## src/hdl/prla_pkg.sv

```systemverilog
// ----------------------------------------------------------------------------
// Paired resource lock arbiter package
// Shared codes for the arbiter: sequencer states, request types, arbitration
// modes and configuration register indexes, field widths and reset values.
// ----------------------------------------------------------------------------
package prla_pkg;

    // Sequencer states.
    localparam logic [1:0] ST_IDLE   = 2'd0;
    localparam logic [1:0] ST_READ_L = 2'd1;
    localparam logic [1:0] ST_CALC   = 2'd2;
    localparam logic [1:0] ST_WRITE  = 2'd3;

    // Request types.
    localparam logic REQ_ACQUIRE = 1'b0;
    localparam logic REQ_RELEASE = 1'b1;

    // Arbitration modes.
    localparam logic MODE_CLAIM  = 1'b0;
    localparam logic MODE_TICKET = 1'b1;

    // Configuration register indexes.
    localparam logic CFG_ARB_MODE  = 1'b0;
    localparam logic CFG_RING_SIZE = 1'b1;

    // Configuration field widths and reset values.
    localparam int unsigned RING_W = 5;
    localparam logic [RING_W-1:0] RING_RESET = 5'd5;
    localparam logic [RING_W-1:0] RING_MIN   = 5'd2;

endpackage

```

## src/hdl/paired_resource_lock_arbiter_unit.sv

```systemverilog
// ----------------------------------------------------------------------------
// Paired resource lock arbiter unit
// Arbitrates a ring of shared resources in which each requester must take its
// own resource and the next one around the ring together, by claims or by
// turn passing, with the per-resource state held in a synchronous memory.
// ----------------------------------------------------------------------------
// A transaction is taken when start is high and busy is low. An acquire or a
// release with a valid requester steps through the sequencer states: its own
// resource entry is read in the accept cycle, the next one in the read state,
// the first entry is rewritten in the calculate state and the second in the
// write state, during which o_done pulses with the result; busy is high from
// the read state to the write state. The single read port and single write
// port of the state memory set this sequence. A request whose requester is
// not below the ring size is answered in the next cycle, with only
// o_bad_request set, and busy does not rise for it. Results are shown for
// exactly one cycle and cannot be held off, so the receiver must take each
// o_done pulse as it comes. Configuration may be written at any time the unit
// is idle. Resource entries read as free with no holder after reset without a
// clearing pass: a flip-flop per entry marks whether it has been written.
// ----------------------------------------------------------------------------
module paired_resource_lock_arbiter_unit #(
    parameter int unsigned MAX_SEATS = 16
) (
    input  logic       i_clk,
    input  logic       i_rst_n,
    // Request channel.
    input  logic       start,
    output logic       busy,
    input  logic       i_req_type,
    input  logic [3:0] i_requester,
    // Result channel.
    output logic       o_done,
    output logic       o_granted,
    output logic       o_right_claim_set,
    output logic       o_left_claim_set,
    output logic       o_bad_request,
    // Configuration write port.
    input  logic       i_cfg_we,
    input  logic       i_cfg_addr,
    input  logic [4:0] i_cfg_wdata
);

    // Address width of the state memory, and width of a stored holder id,
    // which must hold any requester index and any resource index.
    localparam int unsigned AW  = (MAX_SEATS > 1) ? $clog2(MAX_SEATS) : 1;
    localparam int unsigned IDW = (AW > 4) ? AW : 4;
    localparam int unsigned RW  = prla_pkg::RING_W;

    typedef struct packed {
        logic           busy;
        logic           vld;
        logic [IDW-1:0] id;
    } t_entry;

    // ------------------------------------------------------------------------
    // Configuration registers.
    // ------------------------------------------------------------------------
    logic          r_mode;
    logic [RW-1:0] r_ring;

    always_ff @(posedge i_clk) begin
        if (!i_rst_n) begin
            r_mode <= prla_pkg::MODE_CLAIM;
            r_ring <= prla_pkg::RING_RESET;
        end else if (i_cfg_we) begin
            unique case (i_cfg_addr)
                prla_pkg::CFG_ARB_MODE:  r_mode <= i_cfg_wdata[0];
                prla_pkg::CFG_RING_SIZE: r_ring <= i_cfg_wdata;
            endcase
        end
    end

    // The ring size in effect is clamped to the range that the hardware has.
    // The upper clamp only applies when MAX_SEATS is below the register range,
    // so the constant always fits the register width.
    logic [RW-1:0] ring_eff;

    always_comb begin
        if (r_ring < prla_pkg::RING_MIN) begin
            ring_eff = prla_pkg::RING_MIN;
        end else if (32'(r_ring) > MAX_SEATS) begin
            ring_eff = RW'(MAX_SEATS);
        end else begin
            ring_eff = r_ring;
        end
    end

    // ------------------------------------------------------------------------
    // Sequencer and transaction registers.
    // ------------------------------------------------------------------------
    logic [1:0]    r_state;
    logic [1:0]    n_state;
    logic          r_rel;
    logic [3:0]    r_who;
    logic [AW-1:0] r_ra;
    logic [AW-1:0] r_la;
    t_entry        r_ent_r;
    t_entry        r_new_l;

    logic          r_done;
    logic          r_granted;
    logic          r_rc;
    logic          r_lc;
    logic          r_bad;

    logic          accept;
    logic          bad_req;
    logic [RW-1:0] who_ext;
    logic [RW-1:0] who_inc;
    logic [RW-1:0] left_idx;

    assign accept   = start && (r_state == prla_pkg::ST_IDLE);
    assign who_ext  = RW'(i_requester);
    assign bad_req  = (who_ext >= ring_eff);
    assign who_inc  = who_ext + RW'(1);
    assign left_idx = (who_inc == ring_eff) ? '0 : who_inc;

    // ------------------------------------------------------------------------
    // State memory: one read port with registered data, one write port.
    // r_written marks entries that hold real data; others read as reset.
    // ------------------------------------------------------------------------
    t_entry                 mem [MAX_SEATS];
    logic [MAX_SEATS-1:0]   r_written;
    logic [AW-1:0]          rd_addr;
    t_entry                 r_rd_data;
    logic                   r_rd_ok;
    t_entry                 rd_eff;
    logic                   wr_en;
    logic [AW-1:0]          wr_addr;
    t_entry                 wr_data;

    assign rd_addr = (r_state == prla_pkg::ST_IDLE) ? AW'(i_requester) : r_la;

    always_ff @(posedge i_clk) begin
        r_rd_data <= mem[rd_addr];
        r_rd_ok   <= r_written[rd_addr];
        if (wr_en) begin
            mem[wr_addr] <= wr_data;
        end
    end

    always_ff @(posedge i_clk) begin
        if (!i_rst_n) begin
            r_written <= '0;
        end else if (wr_en) begin
            r_written[wr_addr] <= 1'b1;
        end
    end

    assign rd_eff = r_rd_ok ? r_rd_data : '0;

    // ------------------------------------------------------------------------
    // Arbitration on the two entries. In the calculate state r_ent_r holds the
    // requester's own resource and the read port delivers the next resource.
    // ------------------------------------------------------------------------
    t_entry         er;
    t_entry         el;
    t_entry         new_r;
    t_entry         new_l;
    logic           grant;
    logic           rc;
    logic           lc;
    logic           blk_r;
    logic           blk_l;
    logic [IDW-1:0] who_id;
    logic [IDW-1:0] prev_id;
    logic [RW-1:0]  ring_last;

    assign who_id    = IDW'(r_who);
    assign ring_last = ring_eff - RW'(1);
    assign prev_id   = (r_ra == '0) ? IDW'(ring_last) : IDW'(r_ra) - IDW'(1);

    always_comb begin
        er    = r_ent_r;
        el    = rd_eff;
        new_r = er;
        new_l = el;
        grant = 1'b0;
        rc    = 1'b0;
        lc    = 1'b0;
        blk_r = 1'b0;
        blk_l = 1'b0;
        if (r_mode == prla_pkg::MODE_TICKET) begin
            if (r_rel == prla_pkg::REQ_RELEASE) begin
                // Turns pass to the neighbors on each side.
                new_r.vld = 1'b1;
                new_r.id  = prev_id;
                new_l.vld = 1'b1;
                new_l.id  = IDW'(r_la);
            end else begin
                blk_r = er.vld && (er.id != who_id);
                blk_l = el.vld && (el.id != who_id);
                if (!blk_r && !blk_l) begin
                    // The winner keeps both turns so a neighbor cannot also win.
                    grant     = 1'b1;
                    new_r.vld = 1'b1;
                    new_r.id  = who_id;
                    new_l.vld = 1'b1;
                    new_l.id  = who_id;
                end
            end
        end else begin
            if (r_rel == prla_pkg::REQ_RELEASE) begin
                // Claims survive a release; only the busy flags drop.
                new_r.busy = 1'b0;
                new_l.busy = 1'b0;
            end else begin
                rc    = er.busy;
                lc    = el.busy;
                blk_r = er.busy || (er.vld && (er.id != who_id));
                blk_l = el.busy || (el.vld && (el.id != who_id));
                if (er.busy) begin
                    new_r.vld = 1'b1;
                    new_r.id  = who_id;
                end
                if (el.busy) begin
                    new_l.vld = 1'b1;
                    new_l.id  = who_id;
                end
                if (!blk_r && !blk_l) begin
                    grant = 1'b1;
                    new_r = '{busy: 1'b1, vld: 1'b0, id: '0};
                    new_l = '{busy: 1'b1, vld: 1'b0, id: '0};
                end
            end
        end
    end

    // Write port: own entry in the calculate state, next entry in the last.
    always_comb begin
        wr_en   = 1'b0;
        wr_addr = r_ra;
        wr_data = new_r;
        unique case (r_state)
            prla_pkg::ST_CALC: begin
                wr_en = 1'b1;
            end
            prla_pkg::ST_WRITE: begin
                wr_en   = 1'b1;
                wr_addr = r_la;
                wr_data = r_new_l;
            end
            default: begin
                wr_en = 1'b0;
            end
        endcase
    end

    // ------------------------------------------------------------------------
    // Sequencer.
    // ------------------------------------------------------------------------
    always_comb begin
        n_state = r_state;
        unique case (r_state)
            prla_pkg::ST_IDLE:   if (accept && !bad_req) n_state = prla_pkg::ST_READ_L;
            prla_pkg::ST_READ_L: n_state = prla_pkg::ST_CALC;
            prla_pkg::ST_CALC:   n_state = prla_pkg::ST_WRITE;
            prla_pkg::ST_WRITE:  n_state = prla_pkg::ST_IDLE;
        endcase
    end

    always_ff @(posedge i_clk) begin
        if (!i_rst_n) begin
            r_state <= prla_pkg::ST_IDLE;
            r_done  <= 1'b0;
        end else begin
            r_state <= n_state;
            r_done  <= (accept && bad_req) || (r_state == prla_pkg::ST_CALC);
        end
    end

    // Payload registers need no reset.
    always_ff @(posedge i_clk) begin
        if (accept) begin
            r_rel     <= i_req_type;
            r_who     <= i_requester;
            r_ra      <= AW'(i_requester);
            r_la      <= AW'(left_idx);
            r_granted <= 1'b0;
            r_rc      <= 1'b0;
            r_lc      <= 1'b0;
            r_bad     <= bad_req;
        end
        if (r_state == prla_pkg::ST_READ_L) begin
            r_ent_r <= rd_eff;
        end
        if (r_state == prla_pkg::ST_CALC) begin
            r_new_l   <= new_l;
            r_granted <= grant;
            r_rc      <= rc;
            r_lc      <= lc;
        end
    end

    assign busy              = (r_state != prla_pkg::ST_IDLE);
    assign o_done            = r_done;
    assign o_granted         = r_granted;
    assign o_right_claim_set = r_rc;
    assign o_left_claim_set  = r_lc;
    assign o_bad_request     = r_bad;

endmodule

```

## config.mk

```make
export PLATFORM = sky130hd
export DESIGN_NAME = paired_resource_lock_arbiter_unit
export DESIGN_NICKNAME = d
export VERILOG_FILES = /design/src/hdl/prla_pkg.sv /design/src/hdl/paired_resource_lock_arbiter_unit.sv
export SDC_FILE = /design/constraint.sdc
export NUM_CORES = 1
export LEC_CHECK = 0
export ABC_AREA = 1
export BUFFER_PORTS_ARGS = -buffer_cell sky130_fd_sc_hd__buf_4
export CAP_MARGIN = 20
export CORE_ASPECT_RATIO = 1.2
export CORE_MARGIN = 1.5
export CORE_UTILIZATION = 67
export CTS_CLUSTER_SIZE = 40
export DETAILED_ROUTE_END_ITERATION = 8
export PLACE_DENSITY_LB_ADDON = 0.25
export SETUP_SLACK_MARGIN = 0.4
export SYNTH_ARGS = -nofsm -noshare
export SYNTH_HDL_FRONTEND = slang
export SYNTH_SLANG_ARGS = --single-unit
```

## constraint.sdc

```tcl
create_clock -name i_clk -period 5.1 [get_ports i_clk]
set_input_delay 0.255 -clock i_clk [delete_from_list [all_inputs] [get_ports i_clk]]
set_output_delay 0.255 -clock i_clk [all_outputs]
set_load 0.005 [all_outputs]
```

# --- Word level (Yosys, flattened, before mapping) ---
# Memories as Yosys holds them, arrays and structs flattened. A register that Yosys moved wholly into a read port is not among the register bits.
# Index checks and enable logic that the tools add are counted.
totals:
  in_bits: 15
  mem_bits_rw: 96
  ff_bits: 51
  n_memories: 1
  output_inout_bits: 6
mem_list:
  columns: ["name", "depth", "width", "rd", "rd_ports_with_merged_regs", "write_ports", "line_no", "text"]
  rows:
  - ["mem", 16, 6, 1, 1, 1, "paired_resource_lock_arbiter_unit.sv:122", "t_entry mem [MAX_SEATS];"]
op_classes:
  mux: 45
  add_sub_neg: 3
  n_lt_le_gt_ge: 6
  n_reduce_logical: 23
  bitwise: 2
  eq_ne: 7
ops:
  columns: ["op", "n"]
  rows:
  - ["$mux W5", 12]
  - ["$mux W6", 4]
  - ["$mux W1", 22]
  - ["$or A16 B16 Y16", 1]
  - ["$mux W4", 3]
  - ["$lt A4 B5 Y1 const B", 2]
  - ["$logic_and A1 B1 Y1", 8]
  - ["$ne A4 B4 Y1", 2]
  - ["$pmux W2 S4", 1]
  - ["$sub A4 B1 Y4 const B", 2]
  - ["$add A4 B1 Y5 const B", 1]
  - ["$eq A5 B5 Y1", 1]
  - ["$ge A4 B5 Y1", 1]
  - ["$gt A5 B5 Y1 const B", 1]
  - ["$logic_not A1 Y1", 5]
  - ["$lt A5 B2 Y1 const B", 1]
  - ["$bmux W1 S4", 1]
  - ["$demux W1 S4", 1]
  - ["$eq A2 B2 Y1 const B", 2]
  - ["$ge A4 B1 Y1 const B", 1]
  - ["$logic_not A4 Y1", 1]
  - ["$reduce_and A2 Y1", 2]
  - ["$reduce_bool A2 Y1", 2]
  - ["$logic_or A1 B1 Y1", 3]
  - ["other kinds (6)", 6]

# --- Longest topological paths before layout ---
# Gate-level depths: netlist of the first run.
depth:
  ltp_word: 10
  depth_mapped: 14
  mapped_depth_nobuf: 13

# --- Worst setup path before layout of the first run ---
# OpenSTA, ideal clock, no wires.
synth_path:
  path_kind: "flip-flop to flip-flop"
  from: "register r_ra[0]"
  to: "memory mem[0][2] (netlist name) (data pin)"
  arrival_time_ns: 1.926
  path_slack_ns: 2.938
  setup_ns: 0.235
  n_path_buf: 0
  period_less_slack_ns: 2.162
  stages_incl_launch_ff: 12
  cell_sequence: "edfxtp_1 nor2_1 nand3_1 o21ai_0 inv_1 ha_1 inv_1 xor2_1 nand2_1 nand2_1 nand2_1 a21oi_2"
synth_rtl:
  columns: ["item", "line_no", "text"]
  rows:
  - ["start, declared", "paired_resource_lock_arbiter_unit.sv:95", "logic [AW-1:0] r_ra;"]
  - ["start signal, assigned", "paired_resource_lock_arbiter_unit.sv:277", "r_ra <= AW'(i_requester);"]
  - ["end, declared", "paired_resource_lock_arbiter_unit.sv:122", null]

# --- Final worst setup path of the first run ---
layout_path:
  from: "register r_state[0]"
  to: "register r_rd_ok"
layout_via:
  elab_chain_cells: 4
layout_rtl:
  columns: ["item", "line_no", "text"]
  rows:
  - ["start, declared", "paired_resource_lock_arbiter_unit.sv:91", "logic [1:0] r_state;"]
  - ["start signal, assigned", "paired_resource_lock_arbiter_unit.sv:264", "r_state <= prla_pkg::ST_IDLE;"]
  - ["start signal, assigned", "paired_resource_lock_arbiter_unit.sv:267", "r_state <= n_state;"]
  - ["$logic_not A2 Y1", "paired_resource_lock_arbiter_unit.sv:132", "assign rd_addr = (r_state == prla_pkg::ST_IDLE) ? AW'(i_requester) : r_la;"]
  - ["$mux W4", "paired_resource_lock_arbiter_unit.sv:132", null]
  - ["$bmux W1 S4", "paired_resource_lock_arbiter_unit.sv:136", "r_rd_ok <= r_written[rd_addr];"]
  - ["$mux W1 (implied by the code)", "paired_resource_lock_arbiter_unit.sv:136", null]
  - ["end signal, assigned", "paired_resource_lock_arbiter_unit.sv:136", null]
  - ["end, declared", "paired_resource_lock_arbiter_unit.sv:126", "logic r_rd_ok;"]
# No other way between the ends. The select of a mux whose other input is x is not followed.
# A chain may end at the register's enable or synchronous reset.

==> impl_metrics.ini, run 1 <==
[sta]
post-route-period-util = 0.564
hold_violations = 0
finalSetupTns_ns = 0
slew_headroom = 0.327
timing.hold.ws_ns = 0.0127
slew_violations = 0
tightest_slew_ns = 1.01
setup_violations = 0
max_freq_mhz = 348
fin_crit_ns = 2.88
rsz0062_at_grt = false
finClkSkew_ns = 0.00989

[run_status]
status = finished clean

[finish]
syn_to_final_growth_pct = 10.4
final_cell_area_um2 = 7990
drive_gt1_frac = 0.106
antenna_cells = 0
layout.nets = 803
fillers = 704
postLayoutCoreUtil = 0.760

[placement]
place_hpwl_um = 11100
io_buffers = 20
dpl_cell_area_um2 = 7430
gp_congestion = 0.948

[flow_run]
max-cap-violations = 0

[grt]
grtUsageTotal = 0.305
grt-ovfl-total = 0
grt_max_degree = 113
first_global_vias = 5213
antenna_found_initial = 0
grt_pass1_wl_um = 26100

[die]
die_width_um = 97.8
die-area_um2 = 11400
die_y_um = 117
rows = 41
ios = 21
coreArea_um2 = 10500
initial_utilization = 0.688

[yosys]
synth_area_leaders = edfxtp_1 50%, dfxtp_1 8.9%, inv_1 6.4%
synth_top_area_share = 0.502
ys_seq_area_frac = 0.591
synthCells = 762
yosys.area.top_type = edfxtp_1
synth_edf_count = 121
synthesis.nets = 787
async_flop_share = 0
synth_ff_type = edfxtp_1
ys_ff_latch = 153
yosysWarnings = 0
yosysMostFrequentCell = inv_1
synth_common_cells = 123 x inv_1, 121 x edfxtp_1, 109 x nand2_1, 81 x nor2_1, 58 x nand3_1
synth_cell_types = 38
synth.cell_area_um2 = 7230
syn_avg_cell_area_um2 = 9.49

[worst_setup_path]
crit_family = buffers and inverters
cp_slowest_cell = buf_4
cp.required_ns = 5.40
crit_chain = inv_1 -> ha_1 -> nand2_1 -> o21ai_4 -> buf_4 -> a21oi_1 -> o21ai_0 -> nand3_1 -> nand3_1 -> nand2_1
setup.worst_path.start_class = flip-flop
crit_fanout = 112
critPathKind = flip-flop to flip-flop
arrival_ns = 3.18
max_stage_delay_ns = 0.75
end_kind = flip-flop
cp_num_buf_inv = 2

[clock_network]
numCtsBuffers = 17
cts.sinks = 153
cts_max_path_buffers = 2
cts_setup_buffers = 0
cts_tree = yes
path_clk_slew_ns = 0.06
cts-resized-gates = 0
insertion_delay_ns = 0.42
cts_root_buffer = clkbuf_16
ctsHoldBuffers = 0
cts-htree-levels = 4

[route]
routed_via_density = 5.92
drcViolationCount = 0
drt_iter0_markers = 426
wl_um = 17000
drtPass1Iterations = 5
routedWlPerCell_um = 18.4
num_vias = 5450
postRouteAntennaNets = 0

[power]
leakage_nw = 3.27
p_per_area_nw_per_um2 = 564
vdd_drop_max_mv = 0.366

[hold_path]
min_path_type = input port to flip-flop
==> state kept, by name, summed over array words and instances, names as in the netlist, 4 cells and up <==
name	flops
er	6
mem	96
r_la	4
r_new_l	6
r_ra	4
r_rd_data	6
r_ring	5
r_written	16
==> area by class of cell <==
class / instances / area (um2) / area share
Sequential cell: 153 / 4270 / 0.535
Inverter: 131 / 504 / 0.0631
Timing Repair Buffer: 25 / 188 / 0.0235
Clock buffer: 20 / 447 / 0.0559
Tap cell: 129 / 161 / 0.0202
Clock inverter: 12 / 91.3 / 0.0114
Multi-Input combinational cell: 450 / 2320 / 0.291
==> kinds of logic (layout without fill, tap and decap cells) <==
logic type / after synthesis / in the layout / synth area share
flops: 153 / 153 / 0.591
buf+inv: 159 / 188 / 0.0910
xor+xnor: 6 / 6 / 0.00727
compound gates: 160 / 160 / 0.128
fa+ha+maj: 10 / 10 / 0.0173
simple gates: 274 / 274 / 0.166
==> worst register-to-register path, stage by stage (launching register included) <==
cell	delay, ns
dfxtp_1	0.35
inv_1	0.09
ha_1	0.50
nand2_1	0.19
o21ai_4	0.09
buf_4	0.75
a21oi_1	0.26
o21ai_0	0.17
nand3_1	0.16
nand3_1	0.13
nand2_1	0.07
==> layout by cell type (no fill, tap or decap), types with 17 or more instances in the layout <==
cell type | synthesis | final
nand3_1 | 58 | 58
buf_4 | 6 | 25
o211ai_1 | 30 | 30
a21oi_1 | 49 | 49
edfxtp_1 | 121 | 121
o21ai_0 | 53 | 53
nand2_1 | 109 | 109
inv_1 | 123 | 123
dfxtp_1 | 32 | 32
clkbuf_16 | 0 | 17
nor2_1 | 81 | 81
==> report_power, final <==
part	switching (mW)	internal (mW)	total [mW]
registers	0.117	1.68	1.80
clock network	0.506	0.641	1.15
logic	1.10	0.455	1.56
==> metal layers <==
metal  global-route usage  wire length (um)  share of wire
met5                    0                 0              0
met1                0.370              6400           0.38
met2                0.527              8720           0.51
met4                0.165               661          0.039
met3               0.0534              1190          0.070
==> worst paths after layout <==
kind                                  start                   endpoint  slack, ns  depth (start not counted)
hold / removal                   i_req_type            r_rel$_DFFE_PP_       0.01                          1
setup / recovery    r_state[0]$_SDFFE_PN0P_            r_rd_ok$_DFF_P_       2.22                         10
setup reg to reg    r_state[0]$_SDFFE_PN0P_            r_rd_ok$_DFF_P_       2.22                         10
hold reg to reg   r_written[3]$_SDFFE_PN0P_  r_written[3]$_SDFFE_PN0P_       0.47                          2
==> per-stage QoR <==
stage	cells	total power, mW	setup WS (ns)
2_1_floorplan	762	2.88	2.94
3_3_place_gp	886	3.29	2.32
6_report	920	4.50	2.22
3_5_place_dp	886	3.32	2.23
5_1_grt	920	4.72	1.94
4_1_cts	918	4.47	2.21
(Power assumes the default switching activity.)
==> inputs of run 2 (changes only) <==
Settings changed: ABC_AREA 1 to 0, CORE_UTILIZATION 67 to 62.
Clock period 5.1 ns to 2.9 ns, I/O delays scaled along.
==> impl_metrics.ini, run 2 <==
[power]
clockPowerShare = 0.258
netSwitchingPower_mw = 2.55
vdd_drop_max_mv = 0.490
seqPwrFrac = 0.396
leakage_nw = 2.97
p_per_area_nw_per_um2 = 934
power_switching_share = 0.331
comb_power_share = 0.346
internal-power_mw = 5.16

[sta]
max_freq_mhz = 411
setup_violations = 0
slew_headroom = 0.500
hold_violations = 0
fin_crit_ns = 2.44
timing.hold.ws_ns = 0.00880
finalSetupTns_ns = 0
tightest_slew_ns = 0.740
finClkSkew_ns = 0.0134
slew_violations = 0
rsz0062_at_grt = true
post-route-period-util = 0.840

[die]
initial_utilization = 0.632
rows = 42
die-area_um2 = 11800
ios = 21
die_y_um = 119
coreArea_um2 = 10900
die_width_um = 99.4

[yosys]
synthesis.nets = 516
synth_edf_count = 121
synth_area_leaders = edfxtp_1 53%, dfxtp_1 9.3%, mux4_2 9.1%
synthCells = 491
synth.cell_area_um2 = 6910
ys_seq_area_frac = 0.618
synth_common_cells = 121 x edfxtp_1, 38 x nor2_1, 32 x dfxtp_1, 28 x mux4_2, 24 x nand2_1
yosys.area.top_type = edfxtp_1
yosysWarnings = 0
synth_top_area_share = 0.526
syn_avg_cell_area_um2 = 14.1
synth_ff_type = edfxtp_1
synth_cell_types = 61
yosysMostFrequentCell = edfxtp_1
ys_ff_latch = 153
async_flop_share = 0

[clock_network]
insertion_delay_ns = 0.42
cts.sinks = 153
numCtsBuffers = 17
cts-htree-levels = 4
cts_tree = yes
cts_root_buffer = clkbuf_16
path_clk_slew_ns = 0.06
cts_max_path_buffers = 2

[worst_setup_path]
critPathKind = flip-flop to flip-flop
arrival_ns = 2.70
end_kind = flip-flop
crit_start = r_ra[1]$_DFFE_PP_
setup.worst_path.start_class = flip-flop
crit_fanout = 8
rr_startpoint = r_ra[1]$_DFFE_PP_
cp.required_ns = 3.17

[placement]
gp_congestion = 0.941
dpl_cell_area_um2 = 7450
io_buffers = 20
place_hpwl_um = 10500
dp_cells = 658

[finish]
fin_cells = 705
final_cell_area_um2 = 8240
drive_gt1_frac = 0.265
antenna_cells = 0
syn_to_final_growth_pct = 19.3
reg.largest.list = mem (96), r_written (16)
largest_register = mem
layout.nets = 585
largest_reg_flops = 96
final_cell_mix = 121 x edfxtp_1, 62 x buf_4, 38 x nor2_1
layout_commonest_cell = edfxtp_1

[route]
routed_via_density = 6.45
num_vias = 4545
wl_um = 16600
routedWlPerCell_um = 23.5
drtPass1Iterations = 7
drt_iter0_markers = 349
postRouteAntennaNets = 0
drcViolationCount = 0

[grt]
grt_max_degree = 29
grt_pass1_wl_um = 24700
first_global_vias = 4492
antenna_found_initial = 0
grtUsageTotal = 0.290
grt-ovfl-total = 0

[run_status]
status = finished clean

[flow_run]
max-cap-violations = 0

[hold_path]
hold_path_startpoint = i_cfg_wdata[1]
min_path_type = input port to flip-flop
==> run 2: cell types whose count changed in the layout (fill, tap and decap cells not counted), moves of 13 or more <==
| cell | change |
|---|---|
| inv_1 | -107 |
| nand2_1 | -85 |
| nor2b_1 | +13 |
| o211ai_1 | -28 |
| a21oi_1 | -30 |
| o21ai_0 | -39 |
| buf_4 | +37 |
| mux2i_1 | +15 |
| mux4_2 | +28 |
| nand3_1 | -49 |
| o21a_1 | +16 |
| nor2_1 | -43 |
==> run 2: final timing paths <==
| check | to | slack, ns | cells past startpoint |
|---|---|---|---|
| worst max-delay path | mem[4][2]$_DFFE_PP_ | 0.46 | 9 |
| worst min-delay path | r_ring[1]$_SDFFE_PN0P_ | 0.009 | 3 |
| worst max register to register | mem[4][2]$_DFFE_PP_ | 0.46 | 9 |
| worst min register to register | r_written[8]$_SDFFE_PN0P_ | 0.46 | 1 |
==> run 2: cell type report <==
class	instances	area, um2
clock buffer	17	425
inverter	16	60.1
sequential	153	4270
fill	668	2690
clock inverter	15	103
tap	132	165
multi-input combinational	295	2550
timing repair buffer	77	669
==> run 2: metrics by stage <==
step / setup WS [ns] / util / total power [mW]
after detailed placement: 0.0127 / 0.682 / 5.47
after floorplan: 0.429 / - / 4.70
after CTS: 0.403 / 0.739 / 7.48
after global routing: 0.360 / 0.754 / 8.01
final: 0.465 / 0.754 / 7.70
after global placement: 0.141 / 0.682 / 5.39
==> run 2: per-layer routing <==
layer | global-route usage | up-vias | part of all wire
li1 | - | 2035 | -
met1 | 0.358 | 2228 | 0.38
met2 | 0.482 | 229 | 0.51
met3 | 0.0727 | 53 | 0.070
met4 | 0.129 | 0 | 0.040
met5 | 0 | - | 0
==> run 2: critical path, cell delays in order, from the launching register on <==
cell and delay, ns:
edfxtp_1 0.37, buf_4 0.19, xor2_2 0.17, o41ai_4 0.40, buf_4 0.20, a211oi_1 0.08, a221o_1 0.26, a31o_1 0.24
a21oi_4 0.22, buf_6 0.18
==> run 2: power groups by stage <==
stage	registers, mW	logic [mW]	clock network (mW)
after detailed placement	3.10	2.38	0
after global routing	3.07	2.85	2.09
final	3.05	2.67	1.98
after global placement	3.09	2.30	0
after CTS	3.05	2.43	2.00
after floorplan	3.04	1.66	0
==> run 2: timing repair <==
action,in CTS,in global routing
resized for setup,4,15
endpoints found under the hold margin,8,1
endpoints found under the setup margin,64,96
hold buffers,7,1
setup buffers,0,4
pin swaps,0,0
cloned,0,3
==> run 2: kinds of logic after synthesis <==
| kind of cell | synth area share |
|---|---|
| AO/OA/AOI/OAI | 0.109 |
| buffers and inverters | 0.0288 |
| AND/OR/NAND/NOR | 0.0825 |
| multiplexers | 0.128 |
| adder cells (fa/ha/maj) | 0.0181 |
| XOR/XNOR | 0.0152 |
| flip-flops | 0.618 |
==> inputs of run 3 (changes only) <==
Settings changed: ABC_AREA 0 to 1.
Clock period 2.9 ns to 2.5 ns, I/O delays scaled along.
==> impl_metrics.ini, run 3 (synthesized netlist as in run 1, its figures left out) <==
[clock_network]
numCtsBuffers = 17
cts-htree-levels = 4
insertion_delay_ns = 0.42
cts_tree = yes
cts_root_buffer = clkbuf_16
cts.sinks = 153
path_clk_slew_ns = 0.07
cts_max_path_buffers = 2

[sta]
slew_headroom = 0.635
post-route-period-util = 0.832
worst_slack_ns = 0.420
fin_crit_ns = 2.08
max_freq_mhz = 481
slew_violations = 0
finClkSkew_ns = 0.00930
rsz0062_at_grt = true
setup_violations = 0
finalSetupTns_ns = 0
timing.hold.ws_ns = 0.0202
hold_violations = 0
tightest_slew_ns = 0.546

[placement]
io_buffers = 20
gp_congestion = 0.905
post-place-ws_ns = 0.120
place_hpwl_um = 11500

[finish]
antenna_cells = 0
syn_to_final_growth_pct = 21.6
reg.largest.list = mem (96), r_written (16)
final_cell_mix = 121 x edfxtp_1, 120 x inv_1, 106 x nand2_1
layout_commonest_cell = edfxtp_1
largest_reg_flops = 96
drive_gt1_frac = 0.181
largest_register = mem
layout.nets = 862

[run_status]
status = finished clean

[worst_setup_path]
max_stage_delay_ns = 0.42
cp.required_ns = 2.79
crit_fanout = 8
reg2reg_depth = 14
crit_family = simple AND/OR/NAND/NOR gates
end_kind = flip-flop
critPathKind = flip-flop to flip-flop
rr_startpoint = r_ra[2]$_DFFE_PP_
setup.worst_path.start_class = flip-flop
crit_chain = inv_2 -> buf_6 -> nand2_1 -> nor2_2 -> nand2_1 -> nand2_2 -> ha_4 -> inv_2 -> xor2_1 -> nand2_1 -> nand2_1 -> nand2_2 -> a21oi_4 -> clkbuf_16
cp_common_cell = nand2_1
cp_num_buf_inv = 4
ff2ff_setup_slack_ns = 0.42
r2r-end = mem[9][2]$_DFFE_PP_
arrival_ns = 2.37
cp_slowest_cell = edfxtp_1

[power]
power_switching_share = 0.375
vdd_drop_max_mv = 0.588
comb_power_share = 0.393
clockPowerShare = 0.251
seqPwrFrac = 0.356
p_per_area_nw_per_um2 = 1160
internal-power_mw = 6.36
leakage_nw = 3.63
netSwitchingPower_mw = 3.81

[route]
drtPass1Iterations = 5
drt_iter0_markers = 559
num_vias = 5792
drcViolationCount = 0
routedWlPerCell_um = 17.9
postRouteAntennaNets = 0
routed_via_density = 5.75
wl_um = 18000

[grt]
grt_pass1_wl_um = 28000
antenna_found_initial = 0
grt_max_degree = 40
grtUsageTotal = 0.305
first_global_vias = 5638
grt-ovfl-total = 0

[flow_run]
max-cap-violations = 0

[hold_path]
min_path_type = input port to flip-flop
whs_path_depth = 3
hold_path_startpoint = i_cfg_wdata[3]
hold_end = r_ring[3]$_SDFFE_PN0P_

[die]
die_width_um = 102
die_y_um = 121
rows = 43
coreArea_um2 = 11500
ios = 21
initial_utilization = 0.631
die-area_um2 = 12300
-- run 3: cell types whose count changed in the layout (fill, tap and decap cells not counted), moves of 8 or more --
cell / change
inv_1: +104
nand2_1: +82
nand3_1: +48
nor2_1: +40
o21ai_0: +36
a21oi_1: +28
mux4_2: -28
o211ai_1: +28
o21a_1: -16
mux2i_1: -15
nor2b_1: -13
nand2_2: +10
a211oi_1: -8
-- run 3: what timing repair did --
| action | in CTS | in global routing |
|---|---|---|
| hold buffers | 14 | 0 |
| hold endpoints to repair | 10 | 0 |
| resized for setup | 6 | 35 |
| setup endpoints to repair | 50 | 210 |
| pin swaps | 4 | 8 |
| gates cloned | 2 | 2 |
| setup buffers | 5 | 2 |
-- run 3: cell type report --
type / instances / area, um2
clock buffer: 18 / 429
clock inverter: 14 / 160
fill: 755 / 2670
inverter: 131 / 509
multi-input combinational: 451 / 2450
sequential: 153 / 4280
tap: 157 / 196
timing repair buffer: 83 / 773
-- run 3: tightest hold or removal path, delay by kind of cell --
kind,cells,cell delay [ns]
AOI/OAI and AO/OA,2,0.19
buffers and inverters,1,0.08
-- run 3: power groups by stage --
| stage | registers, mW | logic (mW) | clock network, mW |
|---|---|---|---|
| CTS | 3.60 | 3.67 | 2.56 |
| global placement | 3.64 | 3.31 | 0 |
| detailed placement | 3.65 | 3.38 | 0 |
| floorplan | 3.60 | 2.30 | 0 |
| finish | 3.62 | 4.00 | 2.56 |
| global route | 3.65 | 4.34 | 2.67 |
-- run 3: worst max-delay path by stage --
stage               slack (ns)  cells after the start                    to              start
finish                    0.42                     14   mem[9][2]$_DFFE_PP_  r_ra[2]$_DFFE_PP_
global placement          0.29                     11  mem[11][2]$_DFFE_PP_  r_ra[0]$_DFFE_PP_
floorplan                 0.45                     11   mem[0][2]$_DFFE_PP_  r_ra[0]$_DFFE_PP_
detailed placement        0.12                     11  mem[11][2]$_DFFE_PP_  r_ra[0]$_DFFE_PP_
CTS                       0.42                     12   mem[6][2]$_DFFE_PP_  r_ra[0]$_DFFE_PP_
global route              0.27                     13   mem[9][2]$_DFFE_PP_  r_ra[1]$_DFFE_PP_
-- run 3: layer usage --
metal	vias up	wire length (um)	track usage
met5	-	0	0
met4	0	673	0.147
met3	58	1290	0.0657
met2	267	9270	0.515
met1	2749	6740	0.367
li1	2718	-	-
-- run 3: stage by stage --
stage	power, mW	util	std cells	area (um2)
6_report	10.2	0.767	1007	8790
5_1_grt	10.7	0.767	1007	8790
3_3_place_gp	6.95	0.679	950	7780
4_1_cts	9.84	0.752	1003	8620
2_1_floorplan	5.90	-	762	7250
3_5_place_dp	7.03	0.679	950	7780
